### src/rtl/core/qdot_pkg.sv
// Package for the quantized int8/int4 dot product block.
// Holds the sequencer state type, datapath widths and fixed constants.
// No dependencies.
`default_nettype none

package qdot_pkg;

	localparam int WPAIR_W  = 16;
	localparam int ACT_W    = 8;
	localparam int SCALE_W  = 24;
	localparam int BIAS_W   = 32;
	localparam int GSUM_W   = 29;
	localparam int ACC_W    = 48;
	localparam int MUL_A_W  = 30;
	localparam int MUL_B_W  = 25;
	localparam int MUL_P_W  = MUL_A_W + MUL_B_W;
	localparam int HALF_W   = 24;
	localparam int PROD_W   = ACC_W + SCALE_W;
	localparam int Q_W      = 51;

	localparam logic [7:0]       NIB_MASK   = 8'h0F;
	localparam int               NIB_SHIFT  = 4;
	localparam logic signed [8:0] NIB_OFFSET = 9'sd8;

	localparam logic signed [GSUM_W-1:0] GSUM_MAX = {1'b0, {(GSUM_W-1){1'b1}}};
	localparam logic signed [GSUM_W-1:0] GSUM_MIN = {1'b1, {(GSUM_W-1){1'b0}}};
	localparam logic signed [ACC_W-1:0]  ACC_MAX  = {1'b0, {(ACC_W-1){1'b1}}};
	localparam logic signed [ACC_W-1:0]  ACC_MIN  = {1'b1, {(ACC_W-1){1'b0}}};
	localparam logic [Q_W-1:0]           Q_CAP    = {1'b1, {(Q_W-1){1'b0}}};

	typedef enum logic [8:0] {
		S_IDLE  = 9'b000000001,
		S_PROD0 = 9'b000000010,
		S_PROD1 = 9'b000000100,
		S_GROUP = 9'b000001000,
		S_MAG   = 9'b000010000,
		S_LO    = 9'b000100000,
		S_HI    = 9'b001000000,
		S_RND   = 9'b010000000,
		S_OUT   = 9'b100000000
	} qdot_state_t;

endpackage

`default_nettype wire

### src/rtl/core/qdot_req_if.sv
// Request channel interface: valid/ready handshake with one weight pair,
// two activations, scales, bias and the group and row marks.
// Depends on qdot_pkg.
`default_nettype none

interface qdot_req_if import qdot_pkg::*; ();
	logic                       valid;
	logic                       ready;
	logic [WPAIR_W-1:0]         weight_pair;
	logic signed [ACT_W-1:0]    act_even;
	logic signed [ACT_W-1:0]    act_odd;
	logic [SCALE_W-1:0]         weight_scale;
	logic [SCALE_W-1:0]         act_scale;
	logic signed [BIAS_W-1:0]   bias;
	logic                       group_end;
	logic                       row_end;

	modport source (
		output valid, weight_pair, act_even, act_odd, weight_scale, act_scale, bias,
		       group_end, row_end,
		input  ready
	);
	modport sink (
		input  valid, weight_pair, act_even, act_odd, weight_scale, act_scale, bias,
		       group_end, row_end,
		output ready
	);
endinterface

`default_nettype wire

### src/rtl/core/qdot_rsp_if.sv
// Result channel interface: valid/ready handshake with the row value
// and its saturation flag. Depends on qdot_pkg.
`default_nettype none

interface qdot_rsp_if import qdot_pkg::*; ();
	logic                      valid;
	logic                      ready;
	logic signed [ACC_W-1:0]   row_value;
	logic                      saturated;

	modport source (output valid, row_value, saturated, input ready);
	modport sink (input valid, row_value, saturated, output ready);
endinterface

`default_nettype wire

### src/rtl/core/quantized_int8_int4_dot_product.sv
// Top level of the quantized int8/int4 dot product with fixed-point scaling.
// Depends on qdot_pkg, qdot_req_if, qdot_rsp_if and qdot_mul.
//
//   channel   direction  handshake      contents
//   req       in         valid/ready    weight pair, activations, scales, bias, marks
//   rsp       out        valid/ready    row value, saturated flag
//   cfg       in         write enable   weight_mode
//
// A request passes S_PROD0 and S_PROD1, then S_GROUP if it closes a group and S_MAG
// through S_OUT if it ends a row, since all products go one at a time through the
// single shared multiplier. A row result waits in the output register; a new request
// is taken while it waits, and only the next row end stalls until it is taken.
// Reset clears the sequencer, the sums, the saturation flag and weight_mode.
`default_nettype none

module quantized_int8_int4_dot_product import qdot_pkg::*; #(
	parameter int SCALE_FRACTION_BITS = 20
) (
	input  wire logic clk,
	input  wire logic arst_n,
	input  wire logic cfg_we,
	input  wire logic cfg_wdata,
	qdot_req_if.sink  req,
	qdot_rsp_if.source rsp
);

	localparam int RSUM_W = PROD_W + 1;
	localparam int GT_W   = 32;
	localparam int AS_W   = 56;
	localparam int RES_W  = Q_W + 2;
	localparam logic [RSUM_W-1:0] HALF = RSUM_W'(1) << (SCALE_FRACTION_BITS - 1);

	qdot_state_t               state_q;
	logic                      mode_q;
	logic [WPAIR_W-1:0]        wp_q;
	logic signed [ACT_W-1:0]   ae_q;
	logic signed [ACT_W-1:0]   ao_q;
	logic [SCALE_W-1:0]        wscale_q;
	logic [SCALE_W-1:0]        ascale_q;
	logic signed [BIAS_W-1:0]  bias_q;
	logic                      gend_q;
	logic                      rend_q;
	logic signed [GSUM_W-1:0]  gs_q;
	logic signed [ACC_W-1:0]   acc_q;
	logic                      sat_q;
	logic signed [GT_W-1:0]    tmp_q;
	logic                      neg_q;
	logic [ACC_W-1:0]          mag_q;
	logic [PROD_W-1:0]         prod_q;
	logic [Q_W-1:0]            q_q;
	logic                      rsp_valid_q;
	logic signed [ACC_W-1:0]   row_value_q;
	logic                      saturated_q;

	logic signed [8:0]         w0;
	logic signed [8:0]         w1;
	logic signed [MUL_A_W-1:0] mul_a;
	logic signed [MUL_B_W-1:0] mul_b;
	logic signed [MUL_P_W-1:0] mul_p;
	logic signed [GT_W-1:0]    gsum;
	logic signed [AS_W-1:0]    asum;
	logic [RSUM_W-1:0]         rsum;
	logic [RSUM_W-1:0]         rshift;
	logic signed [RES_W-1:0]   sq;
	logic signed [RES_W-1:0]   rv;
	logic                      close_grp;
	logic                      can_load;

	always_comb begin
		if (mode_q) begin
			w0 = $signed({1'b0, wp_q[7:0] & NIB_MASK}) - NIB_OFFSET;
			w1 = $signed({1'b0, (wp_q[7:0] >> NIB_SHIFT) & NIB_MASK}) - NIB_OFFSET;
		end else begin
			w0 = 9'(signed'(wp_q[7:0]));
			w1 = 9'(signed'(wp_q[15:8]));
		end
	end

	always_comb begin
		case (state_q)
			S_PROD0: begin
				mul_a = MUL_A_W'(ae_q);
				mul_b = MUL_B_W'(w0);
			end
			S_PROD1: begin
				mul_a = MUL_A_W'(ao_q);
				mul_b = MUL_B_W'(w1);
			end
			S_GROUP: begin
				mul_a = MUL_A_W'(gs_q);
				mul_b = $signed({1'b0, wscale_q});
			end
			S_LO: begin
				mul_a = $signed({{(MUL_A_W-HALF_W){1'b0}}, mag_q[HALF_W-1:0]});
				mul_b = $signed({1'b0, ascale_q});
			end
			S_HI: begin
				mul_a = $signed({{(MUL_A_W-HALF_W){1'b0}}, mag_q[ACC_W-1:HALF_W]});
				mul_b = $signed({1'b0, ascale_q});
			end
			default: begin
				mul_a = '0;
				mul_b = '0;
			end
		endcase
	end

	qdot_mul u_mul (
		.a (mul_a),
		.b (mul_b),
		.p (mul_p)
	);

	always_comb begin
		gsum      = tmp_q + GT_W'(mul_p);
		asum      = AS_W'(acc_q) + AS_W'(mul_p);
		rsum      = {1'b0, prod_q} + HALF;
		rshift    = rsum >> SCALE_FRACTION_BITS;
		sq        = neg_q ? -$signed({2'b0, q_q}) : $signed({2'b0, q_q});
		rv        = sq + RES_W'(bias_q);
		close_grp = rend_q || (mode_q && gend_q);
		can_load  = !rsp_valid_q || rsp.ready;
	end

	assign req.ready     = (state_q == S_IDLE);
	assign rsp.valid     = rsp_valid_q;
	assign rsp.row_value = row_value_q;
	assign rsp.saturated = saturated_q;

	always_ff @(posedge clk or negedge arst_n) begin
		if (!arst_n) begin
			state_q     <= S_IDLE;
			mode_q      <= 1'b0;
			gs_q        <= '0;
			acc_q       <= '0;
			sat_q       <= 1'b0;
			rsp_valid_q <= 1'b0;
		end else begin
			if (cfg_we) begin
				mode_q <= cfg_wdata;
			end
			if (rsp_valid_q && rsp.ready && !(state_q == S_OUT && can_load)) begin
				rsp_valid_q <= 1'b0;
			end
			case (state_q)
				S_IDLE: begin
					if (req.valid) begin
						state_q <= S_PROD0;
					end
				end
				S_PROD0: begin
					state_q <= S_PROD1;
				end
				S_PROD1: begin
					if (gsum > GT_W'(GSUM_MAX)) begin
						gs_q  <= GSUM_MAX;
						sat_q <= 1'b1;
					end else if (gsum < GT_W'(GSUM_MIN)) begin
						gs_q  <= GSUM_MIN;
						sat_q <= 1'b1;
					end else begin
						gs_q <= GSUM_W'(gsum);
					end
					state_q <= close_grp ? S_GROUP : S_IDLE;
				end
				S_GROUP: begin
					if (asum > AS_W'(ACC_MAX)) begin
						acc_q <= ACC_MAX;
						sat_q <= 1'b1;
					end else if (asum < AS_W'(ACC_MIN)) begin
						acc_q <= ACC_MIN;
						sat_q <= 1'b1;
					end else begin
						acc_q <= ACC_W'(asum);
					end
					gs_q    <= '0;
					state_q <= rend_q ? S_MAG : S_IDLE;
				end
				S_MAG: begin
					state_q <= S_LO;
				end
				S_LO: begin
					state_q <= S_HI;
				end
				S_HI: begin
					state_q <= S_RND;
				end
				S_RND: begin
					state_q <= S_OUT;
				end
				S_OUT: begin
					if (can_load) begin
						rsp_valid_q <= 1'b1;
						gs_q        <= '0;
						acc_q       <= '0;
						sat_q       <= 1'b0;
						state_q     <= S_IDLE;
					end
				end
				default: begin
					state_q <= S_IDLE;
				end
			endcase
		end
	end

	always_ff @(posedge clk) begin
		if (req.valid && req.ready) begin
			wp_q     <= req.weight_pair;
			ae_q     <= req.act_even;
			ao_q     <= req.act_odd;
			wscale_q <= req.weight_scale;
			ascale_q <= req.act_scale;
			bias_q   <= req.bias;
			gend_q   <= req.group_end;
			rend_q   <= req.row_end;
		end
		if (state_q == S_PROD0) begin
			tmp_q <= GT_W'(gs_q) + GT_W'(mul_p);
		end
		if (state_q == S_MAG) begin
			neg_q <= acc_q[ACC_W-1];
			mag_q <= acc_q[ACC_W-1] ? ACC_W'(-acc_q) : ACC_W'(acc_q);
		end
		if (state_q == S_LO) begin
			prod_q <= PROD_W'(mul_p[2*HALF_W-1:0]);
		end
		if (state_q == S_HI) begin
			prod_q <= prod_q + {mul_p[2*HALF_W-1:0], {HALF_W{1'b0}}};
		end
		if (state_q == S_RND) begin
			q_q <= (rshift > RSUM_W'(Q_CAP)) ? Q_CAP : Q_W'(rshift);
		end
		if (state_q == S_OUT && can_load) begin
			if (rv > RES_W'(ACC_MAX)) begin
				row_value_q <= ACC_MAX;
				saturated_q <= 1'b1;
			end else if (rv < RES_W'(ACC_MIN)) begin
				row_value_q <= ACC_MIN;
				saturated_q <= 1'b1;
			end else begin
				row_value_q <= ACC_W'(rv);
				saturated_q <= sat_q;
			end
		end
	end

endmodule

`default_nettype wire

### src/rtl/core/qdot_mul.sv
// Shared signed multiplier used by every product step of the sequencer.
// Depends on qdot_pkg for operand widths.
`default_nettype none

module qdot_mul import qdot_pkg::*; (
	input  wire logic signed [MUL_A_W-1:0] a,
	input  wire logic signed [MUL_B_W-1:0] b,
	output logic signed [MUL_P_W-1:0]      p
);

	always_comb begin
		p = MUL_P_W'(a) * MUL_P_W'(b);
	end

endmodule

`default_nettype wire

### src/flat_wrapper.sv
// flat-port wrapper written by rule: the top's interface ports become plain ports
module quantized_int8_int4_dot_product_flat import qdot_pkg::*;
#(
	parameter int SCALE_FRACTION_BITS = 20
)
  (clk, arst_n, cfg_we, cfg_wdata, req_valid, req_weight_pair, req_act_even, req_act_odd, req_weight_scale, req_act_scale, req_bias, req_group_end, req_row_end, req_ready, rsp_valid, rsp_row_value, rsp_saturated, rsp_ready);
  qdot_req_if req_i ();
  qdot_rsp_if rsp_i ();
  input  wire logic clk;
  input  wire logic arst_n;
  input  wire logic cfg_we;
  input  wire logic cfg_wdata;
  input wire logic [$bits(req_i.valid)-1:0] req_valid;
  input wire logic [$bits(req_i.weight_pair)-1:0] req_weight_pair;
  input wire logic [$bits(req_i.act_even)-1:0] req_act_even;
  input wire logic [$bits(req_i.act_odd)-1:0] req_act_odd;
  input wire logic [$bits(req_i.weight_scale)-1:0] req_weight_scale;
  input wire logic [$bits(req_i.act_scale)-1:0] req_act_scale;
  input wire logic [$bits(req_i.bias)-1:0] req_bias;
  input wire logic [$bits(req_i.group_end)-1:0] req_group_end;
  input wire logic [$bits(req_i.row_end)-1:0] req_row_end;
  output wire logic [$bits(req_i.ready)-1:0] req_ready;
  output wire logic [$bits(rsp_i.valid)-1:0] rsp_valid;
  output wire logic [$bits(rsp_i.row_value)-1:0] rsp_row_value;
  output wire logic [$bits(rsp_i.saturated)-1:0] rsp_saturated;
  input wire logic [$bits(rsp_i.ready)-1:0] rsp_ready;
  assign req_i.valid = req_valid;
  assign req_i.weight_pair = req_weight_pair;
  assign req_i.act_even = req_act_even;
  assign req_i.act_odd = req_act_odd;
  assign req_i.weight_scale = req_weight_scale;
  assign req_i.act_scale = req_act_scale;
  assign req_i.bias = req_bias;
  assign req_i.group_end = req_group_end;
  assign req_i.row_end = req_row_end;
  assign req_ready = req_i.ready;
  assign rsp_valid = rsp_i.valid;
  assign rsp_row_value = rsp_i.row_value;
  assign rsp_saturated = rsp_i.saturated;
  assign rsp_i.ready = rsp_ready;
  quantized_int8_int4_dot_product #(.SCALE_FRACTION_BITS(SCALE_FRACTION_BITS)) u_core (.clk(clk), .arst_n(arst_n), .cfg_we(cfg_we), .cfg_wdata(cfg_wdata), .req(req_i), .rsp(rsp_i));
endmodule
### config.mk
export PLATFORM = sky130hd
export DESIGN_NAME = quantized_int8_int4_dot_product_flat
export DESIGN_NICKNAME = d
export VERILOG_FILES = /design/src/rtl/core/qdot_pkg.sv /design/src/rtl/core/qdot_req_if.sv /design/src/rtl/core/qdot_rsp_if.sv /design/src/rtl/core/quantized_int8_int4_dot_product.sv /design/src/rtl/core/qdot_mul.sv /design/src/flat_wrapper.sv
export SDC_FILE = /design/constraint.sdc
export NUM_CORES = 2
export LEC_CHECK = 0
export BUFFER_PORTS_ARGS = -buffer_cell sky130_fd_sc_hd__buf_4
export CAP_MARGIN = 30
export CORE_UTILIZATION = 40
export CTS_CLUSTER_DIAMETER = 30
export CTS_CLUSTER_SIZE = 8
export DETAILED_ROUTE_END_ITERATION = 7
export PLACE_DENSITY = 0.67
export SYNTH_ARGS = -nofsm -noshare
export SYNTH_HDL_FRONTEND = slang
export SYNTH_SLANG_ARGS = --single-unit
### constraint.sdc
create_clock -name clk -period 16.9 [get_ports clk]
set_input_delay 1.69 -clock clk [delete_from_list [all_inputs] [get_ports clk]]
set_output_delay 1.69 -clock clk [all_outputs]
set_load 0.1 [all_outputs]
==> impl_metrics.env <==
export IMPL_cts_setup_buffers=0
export IMPL_die_h_um=378
export IMPL_ff2ff_path_depth=45
export IMPL_avgSynthCellArea_um2=9.24
export IMPL_seq_area_mm2=0.0127
export IMPL_cts_hold_fix_buffers=0
export IMPL_wl_um=187000
export IMPL_reg2reg_slack_ps=1220
export IMPL_placed_area_mm2=0.0600
export IMPL_setup_tns_ps=0
export IMPL_dr_wl_met3_um=19900
export IMPL_top_layer_used="met5"
export IMPL_netlist_instances=6118
export IMPL_grt_start_max_net_pins=71
export IMPL_cp_data_required_time_ps=17430
export IMPL_fin_crit_sh_pct=92.8
export IMPL_seq_area_frac_synth_pct=22.4
export IMPL_path_clk_slew_ps=50
export IMPL_num_rows=137
export IMPL_p_leak_nw=29.6
export IMPL_slew_headroom_pct=22.2
export IMPL_irDropWorstVdd_mv=0.0902
export IMPL_holdPathEnd="u_core.rsp.valid$_DFF_PN0_"
export IMPL_place_ws_ps=1810
export IMPL_max_slew_worst_pin_slew_ps=1170
export IMPL_gp_congestion=0.998
export IMPL_arrival_ps=16210
export IMPL_dr_pass1_iters=7
export IMPL_hold_path_class="reg -> reg"
export IMPL_synth_area_leaders="fa_1 (27%), edfxtp_1 (18%), ha_1 (8.2%)"
export IMPL_crit_fanout=70
export IMPL_fin_cells=8221
export IMPL_yosys_warnings=0
export IMPL_multi_input_area_mm2=0.0397
export IMPL_finalPower_mw=8.11
export IMPL_grt_pass1_wl_um=279000
export IMPL_utilization_pct=45.8
export IMPL_drt_iter0_markers=4665
export IMPL_finClkSkew_ps=99.2
export IMPL_core_area_mm2=0.140
export IMPL_max_freq_ghz=0.0638
export IMPL_yosys_area_top_type="fa_1"
export IMPL_initial_utilization_pct=40.4
export IMPL_antenna_left=0
export IMPL_drv_slew=0
export IMPL_portBuffers=170
export IMPL_wl_per_cell_um=22.8
export IMPL_cpMostUsedCell="fa_1"
export IMPL_drive_above_1_share_pct=9.16
export IMPL_design_area_mm2=0.0641
export IMPL_cts_tree="built"
export IMPL_yosys_register_bits=437
export IMPL_worst_setup_path_start_kind="register"
export IMPL_worstHoldStart="u_core.rsp.valid$_DFF_PN0_"
export IMPL_synth_distinct_cells=93
export IMPL_maxCapViolCount=0
export IMPL_setup_violations=0
export IMPL_h_tree_depth=3
export IMPL_dp_cells=7999
export IMPL_synth_nets=7370
export IMPL_hold_viol=0
export IMPL_nFillCells=13400
export IMPL_track_usage_pct=26.0
export IMPL_clock_sinks=437
export IMPL_cts_root_buf="clkbuf_16"
export IMPL_clk_latency_ps=750
export IMPL_nets=7497
export IMPL_end_kind="register"
export IMPL_dp_hpwl_um=148000
export IMPL_antenna_found_initial=5
export IMPL_vias_per_cell=5.70
export IMPL_grt_overflow=0
export IMPL_outcome="finished, final reports clean"
export IMPL_io_pins=171
export IMPL_grt_pass1_vias=46300
export IMPL_whs_ps=541
export IMPL_synth_edf_count=348
export IMPL_async_flop_share_pct=20.4
export IMPL_synthDominantCellAreaShare_pct=27.0
export IMPL_fin_ws_ps=1220
export IMPL_cts_buffer_depth=3
export IMPL_final_common_cell="inv_1"
export IMPL_p_per_area_mw_per_mm2=127
export IMPL_final_cell_mix="inv_1 (857), fa_1 (762), nand2_1 (746)"
export IMPL_wl_met2_um=82200
export IMPL_reg2reg_to="u_core.sat_q$_DFFE_PN0P_"
export IMPL_vias=46800
export IMPL_rsz0062_at_grt="false"
export IMPL_synth_ff_type="edfxtp_1"
export IMPL_cts_buffers=113
export IMPL_ctsResizeCount=0
export IMPL_worst_setup_path_type="reg -> reg"
export IMPL_met1Wirelength_um=75900
export IMPL_min_period_ps=15680
export IMPL_dieArea_mm2=0.143
export IMPL_drc=0
export IMPL_whs_path_depth=2
export IMPL_fp_dieW_um=378
export IMPL_cp_slowest_cell="o21ai_0"
export IMPL_area_delta_synth_final_pct=13.3
export IMPL_slowest_delay_ps=810
export IMPL_synth_area_mm2=0.0565
export IMPL_r2r_start="u_core.state_q[2]$_DFFE_PN0P_"
## how the worst max path moves through the flow
stage,startpoint,to,slack [ps]
3_5_place_dp,u_core.state_q[2]$_DFFE_PN0P_,u_core.sat_q$_DFFE_PN0P_,1810
3_3_place_gp,u_core.state_q[2]$_DFFE_PN0P_,u_core.sat_q$_DFFE_PN0P_,2010
4_1_cts,u_core.state_q[3]$_DFFE_PN0P_,u_core.sat_q$_DFFE_PN0P_,1710
2_1_floorplan,u_core.state_q[3]$_DFFE_PN0P_,u_core.acc_q[10]$_DFFE_PN0P_,3470
6_report,u_core.state_q[2]$_DFFE_PN0P_,u_core.sat_q$_DFFE_PN0P_,1220
5_1_grt,u_core.state_q[2]$_DFFE_PN0P_,u_core.sat_q$_DFFE_PN0P_,590
## synthesized netlist by cell type (all sizes together), types with 34 or more instances
| cell type | instances |
|---|---|
| o211ai | 60 |
| a31oi | 35 |
| o21bai | 49 |
| fa | 762 |
| nand4 | 57 |
| a221o | 50 |
| inv | 857 |
| xnor2 | 281 |
| edfxtp | 348 |
| dfrtp | 88 |
| or3 | 34 |
| xor2 | 124 |
| o31ai | 35 |
| o21ai | 220 |
| clkbuf | 247 |
| nand2 | 746 |
| ha | 370 |
| nand3 | 100 |
| nor3 | 56 |
| nand2b | 41 |
| a21oi | 339 |
| and3 | 72 |
| a21o | 143 |
| nor2 | 584 |
## metal layers
layer / track usage [%] / vias up
li1: - / 20700
met1: 34.9 / 23400
met2: 39.4 / 2275
met3: 6.79 / 514
met4: 11.6 / 2
met5: 0 / -
## power breakdown
| group | internal (mW) | total, mW | switching [mW] |
|---|---|---|---|
| Clock | 1.45 | 2.17 | 0.724 |
| Sequential | 1.42 | 1.70 | 0.282 |
| Combinational | 1.56 | 4.24 | 2.68 |
| Total | 4.43 | 8.11 | 3.69 |
## area by class of cell
| type | count | area share [%] |
|---|---|---|
| multi-input cells | 4556 | 62.0 |
| flip-flops and latches | 437 | 19.8 |
| inverters | 858 | 5.03 |
| clock buffers | 133 | 4.63 |
| well taps | 1876 | 3.66 |
| repair buffers | 279 | 3.47 |
| clock inverters | 81 | 1.46 |
| diodes | 1 | 0.00391 |
## worst max-delay path, delay by kind of cell, from the launching register on
kind / cells / cell delay, ps
simple gates: 12 / 3470
xor+xnor: 2 / 600
compound gates: 14 / 5100
fa+ha+maj: 9 / 4260
buf+inv: 8 / 1510
flops: 1 / 440
## registers in the layout (all words and copies together), names as in the netlist, 8 cells and up
name                  flops
u_core.ascale_q          24
u_core.wp_q              16
u_core.tmp_q             32
u_core.ae_q               8
u_core.wscale_q          24
u_core.gs_q              29
u_core.ao_q               8
u_core.bias_q            32
u_core.rsp.row_value     48
u_core.state_q            9
u_core.q_q               51
u_core.prod_q            53
u_core.mag_q             48
u_core.acc_q             48
## cell families after synthesis
family | synth area share [%]
and+or+nand+nor | 14.5
AOI/OAI and AO/OA | 13.8
adders and majority gates | 35.2
buffers and inverters | 7.59
DFF | 22.4
xor gates and xnor gates | 6.27
muxes | 0.259
Power figures use the tool's default switching activity.
